<file path="src/rtl/framebuffer_pixel_format_converter_core_assert.svh">
// Assertion macros shared by the RTL.
// FBPFC_ASSERT checks a property under the given clock and active-low reset.
// FBPFC_ASSERT_IMP checks that an antecedent implies a consequent in the following cycle.
`ifndef FRAMEBUFFER_PIXEL_FORMAT_CONVERTER_CORE_ASSERT_SVH
`define FRAMEBUFFER_PIXEL_FORMAT_CONVERTER_CORE_ASSERT_SVH

`ifndef ASSERT_OFF
`define FBPFC_ASSERT(lbl, clock, resetn, prop, msg) \
    lbl: assert property (@(posedge clock) disable iff (!resetn) prop) else $error(msg);
`define FBPFC_ASSERT_IMP(lbl, clock, resetn, ante, cons, msg) \
    lbl: assert property (@(posedge clock) disable iff (!resetn) (ante) |=> (cons)) \
        else $error(msg);
`else
`define FBPFC_ASSERT(lbl, clock, resetn, prop, msg)
`define FBPFC_ASSERT_IMP(lbl, clock, resetn, ante, cons, msg)
`endif

`endif

</file>
<file path="src/rtl/fbpfc_pkg.sv">
`timescale 1ns / 1ps
package fbpfc_pkg;

    localparam int PaletteEntriesDefault = 256;
    localparam int PixelWidth = 24;
    localparam int SrcWidth = 32;
    localparam int ColorWidth = 24;
    localparam int IndexWidth = 8;
    localparam int CfgIndexWidth = 2;
    localparam int CfgDataWidth = 3;

    typedef enum logic [CfgIndexWidth-1:0] {
        CFG_SOURCE_DEPTH = 2'd0,
        CFG_RGB_ORDER    = 2'd1,
        CFG_DEST_FORMAT  = 2'd2
    } cfg_index_t;

    typedef enum logic [2:0] {
        SRC_PAL8   = 3'd0,
        SRC_RGB565 = 3'd1,
        SRC_RGB24  = 3'd2,
        SRC_RGB32  = 3'd3,
        SRC_NONE   = 3'd4
    } src_depth_t;

    typedef enum logic [2:0] {
        DST_8BPP  = 3'd0,
        DST_15BPP = 3'd1,
        DST_16BPP = 3'd2,
        DST_24BPP = 3'd3,
        DST_32BPP = 3'd4
    } dest_format_t;

    typedef enum logic {
        OP_CONVERT = 1'b0,
        OP_LOAD    = 1'b1
    } op_t;

    typedef struct packed {
        src_depth_t   source_depth;
        logic         rgb_order;
        dest_format_t dest_format;
    } cfg_t;

endpackage

</file>
<file path="src/rtl/fbpfc_convert.sv">
`timescale 1ns / 1ps
module fbpfc_convert
    import fbpfc_pkg::*;
(
    input  cfg_t                  cfg,
    input  logic [23:0]           src,
    input  logic [ColorWidth-1:0] pal_color,
    input  logic                  pal_hit,
    output logic [PixelWidth-1:0] pixel
);

    logic [7:0] r_exp;
    logic [7:0] g_exp;
    logic [7:0] b_exp;
    logic [7:0] r_ord;
    logic [7:0] b_ord;

    // expand source to 8-bit channels
    always_comb
    begin
        r_exp = '0;
        g_exp = '0;
        b_exp = '0;
        unique case (cfg.source_depth)
            SRC_PAL8:
            begin
                if (pal_hit)
                begin
                    r_exp = pal_color[7:0];
                    g_exp = pal_color[15:8];
                    b_exp = pal_color[23:16];
                end
            end
            SRC_RGB565:
            begin
                r_exp = {src[15:11], 3'b000};
                g_exp = {src[10:5], 2'b00};
                b_exp = {src[4:0], 3'b000};
            end
            SRC_RGB24, SRC_RGB32:
            begin
                r_exp = src[7:0];
                g_exp = src[15:8];
                b_exp = src[23:16];
            end
            default:
            begin
                r_exp = '0;
            end
        endcase
    end

    // swap red and blue for BGR
    assign r_ord = cfg.rgb_order ? r_exp : b_exp;
    assign b_ord = cfg.rgb_order ? b_exp : r_exp;

    always_comb
    begin
        unique case (cfg.dest_format)
            DST_8BPP:            pixel = {16'd0, r_ord[7:5], g_exp[7:5], b_ord[7:6]};
            DST_15BPP:           pixel = {9'd0, r_ord[7:3], g_exp[7:3], b_ord[7:3]};
            DST_16BPP:           pixel = {8'd0, r_ord[7:3], g_exp[7:2], b_ord[7:3]};
            DST_24BPP, DST_32BPP: pixel = {r_ord, g_exp, b_ord};
            default:             pixel = '0;
        endcase
    end

endmodule

</file>
<file path="config.mk">
export PLATFORM = sky130hd
export DESIGN_NAME = fbpfc_convert
export DESIGN_NICKNAME = d
export VERILOG_FILES = /design/src/rtl/framebuffer_pixel_format_converter_core_assert.svh /design/src/rtl/fbpfc_pkg.sv /design/src/rtl/fbpfc_convert.sv
export SDC_FILE = /design/constraint.sdc
export NUM_CORES = 1
export LEC_CHECK = 0
export BUFFER_PORTS_ARGS = -buffer_cell sky130_fd_sc_hd__buf_2
export CORE_UTILIZATION = 40
export DETAILED_ROUTE_END_ITERATION = 16
export GPL_TIMING_DRIVEN = 0
export PLACE_DENSITY = 0.78
export SETUP_SLACK_MARGIN = 0.1
export SYNTH_ARGS = -nofsm -noshare
export SYNTH_HDL_FRONTEND = slang
export SYNTH_SLANG_ARGS = --single-unit
</file>
<file path="constraint.sdc">
create_clock -name vclk -period 1.7
set_input_delay 0.17 -clock vclk [all_inputs]
set_output_delay 0.17 -clock vclk [all_outputs]
set_load 0.01 [all_outputs]
</file>
==> results.json <==
{
  "fmax_mhz": 462,
  "diodes": 0,
  "fin_ws_ns": -0.466,
  "vias": 2495,
  "place_area_um2": 1870,
  "startpoint_type": "primary input",
  "post-route-period-util_pct": 127,
  "cp.required_ns": 1.53,
  "crit_path_max_incr_delay_ns": 0.35,
  "rsz0062_at_grt": "yes",
  "synth_top_family_by_area": "compound AO/OA/AOI/OAI gates",
  "yosysTopAreaCell": "nand2_1",
  "netlist.area_leader.share_pct": 7.78,
  "dieArea_um2": 3610,
  "max_slew.worst_pin.slew_ns": 0.602,
  "synth_simple_gate_area_share_pct": 36.4,
  "yosys.area_share.xor_xnor_pct": 0,
  "core_area_um2": 3130,
  "portBuffers": 78,
  "drc_errors": 0,
  "netlist_top_cells_area": "nand2_1 7.8%, and3b_1 5.2%, mux2_2 5.0%",
  "violations": "negative setup slack",
  "overflow": 0,
  "drtAntennaViolNets": 0,
  "cp_cell_sequence": "buf_12 -> buf_4 -> clkbuf_4 -> and3b_1 -> a221oi_2 -> mux2i_1 -> o21ai_0 -> o221ai_1 -> buf_2",
  "crit_arrival_ns": 2.00,
  "layout-drive-gt1-share_pct": 56.9,
  "path_class": "primary input to primary output",
  "synthMuxAreaShare_pct": 11.5,
  "viasPerCell": 7.17,
  "antenna_found_initial": 0,
  "die_w_um": 60.1,
  "final.fill_count": 187,
  "chipHeight_um": 60.1,
  "syn_inst": 200,
  "dr.pass1.iters": 7,
  "area.growth.synth_to_final_pct": 87.5,
  "grt_pass1_wl_um": 11100,
  "drt_wl_total_um": 8450,
  "cp_max_fo": 10,
  "p_total_mw": 0.692,
  "tns_ns": -6.09,
  "status": "complete, but fails checks",
  "synthAdderAreaFrac_pct": 0,
  "p_per_area_nw_per_um2": 273,
  "ys_warn_count": 0,
  "clock_buffers": 0,
  "setup_viol": 22,
  "yosysMostFrequentCell": "nand2_1",
  "syn_area_um2": 1350,
  "rows": 20,
  "ys_seq_area_share_pct": 0,
  "slowest_stage": "a221oi_2",
  "power.leakage_nw": 1.14,
  "hp-class": "primary input to primary output",
  "slew_violations": 0,
  "cp-end-kind": "primary output",
  "met2_usage_pct": 72.4,
  "synthTopCellsByCount": "28 x nand2_1, 15 x nor2_1, 13 x a21oi_1",
  "globalRouteMet1Util_pct": 53.1,
  "start_util_pct": 43.2,
  "synth-compound-area-share_pct": 44.4,
  "relSlewSlack_pct": 59.7,
  "design_area_um2": 2530,
  "fin_crit_ns": 2.17,
  "avgSynthCellArea_um2": 6.76,
  "seq_area_um2": 0,
  "grt_use_total_pct": 41.7,
  "synth_nets": 256,
  "cap_violations": 0,
  "num-nets-final": 362,
  "max-vdd-ir-drop_mv": 0.181,
  "gp_congestion": 0.908,
  "grt_start_max_net_pins": 11,
  "hold_viol": 0,
  "cts_hold_buf": 0,
  "seq_cells": 0,
  "dp_hpwl_um": 4270,
  "drtIter0Drc": 340,
  "avgRoutedWirePerCell_um": 24.3,
  "grt_util_met3_pct": 3.68,
  "io_pins": 80,
  "busiest_layer": "met2",
  "yosys.cell_types.count": 49,
  "grt_pass1_vias": 2095
}
## worst paths after layout
| kind | start | depth (start not counted) | endpoint |
|---|---|---|---|
| max | cfg[6] | 9 | pixel[6] |
| min | pal_color[9] | 4 | pixel[9] |
## critical path: cells and delay by family
kind                   cells  cell delay, ns
buffers and inverters      4            0.64
and+or+nand+nor            1            0.21
AOI/OAI and AO/OA          3            0.71
muxes                      1            0.25
## power breakdown
part	total, mW	internal, mW	leakage [nW]	switching (mW)
registers	0	0	0	0
clock network	0	0	0	0
logic	0.692	0.313	1.14	0.378
## area by class of cell
class | instances | area, um2 | share of cell area [%]
Buffer | 18 | 164 | 6.47
Multi-Input combinational cell | 177 | 1610 | 63.7
Inverter | 5 | 18.8 | 0.741
Timing Repair Buffer | 104 | 682 | 26.9
Tap cell | 44 | 55.1 | 2.17
## logic make-up after synthesis
logic type | after synthesis
compound gates | 81
buf+inv | 23
mux | 13
simple gates | 83
## metrics by stage
stage	hold WS (ns)	worst slack [ns]	util, %	std cells
6_report	0.756	-0.466	81.0	348
2_1_floorplan	0.500	-0.108	-	200
3_3_place_gp	0.731	-0.587	59.9	322
3_5_place_dp	0.736	-0.611	59.9	322
4_1_cts	0.741	-0.251	74.2	339
5_1_grt	0.760	-0.640	81.0	348
## layer usage
metal	part of all wire [%]	up-vias	wire length, um
li1	-	1009	-
met1	34	1125	2910
met2	45	268	3790
met3	12	93	985
met4	9.1	0	770
met5	0	-	0
## cells in the final DEF, fill, tap and decap left out, types with 3 or more instances in the layout
cell type / n
o221ai_1: 3
and3b_1: 8
o211ai_1: 3
nor3_1: 3
buf_4: 18
a221oi_4: 4
inv_1: 5
o21ai_1: 3
a22oi_1: 5
mux2i_1: 4
buf_8: 3
o221ai_2: 4
mux2_4: 3
a221o_1: 3
clkbuf_1: 3
a21o_1: 3
a21oi_1: 9
mux2_2: 4
buf_12: 5
a211oi_2: 3
or4bb_1: 5
buf_6: 8
o21ai_0: 9
a2111oi_4: 4
nand2_1: 26
nor2_1: 12
a21oi_2: 4
buf_2: 76
o22ai_1: 3
nand2b_1: 3
clkbuf_2: 3
nand3b_1: 3
clkbuf_4: 4
nor2b_1: 4
## timing repair
item / 4_1_cts / 5_1_grt
pin swaps: 23 / 23
setup buffers: 15 / 8
hold endpoints to repair: 0 / 0
setup endpoints to repair: 24 / 24
gates cloned: 2 / 1
gates resized for setup: 62 / 40
Power figures use the tool's default switching activity.
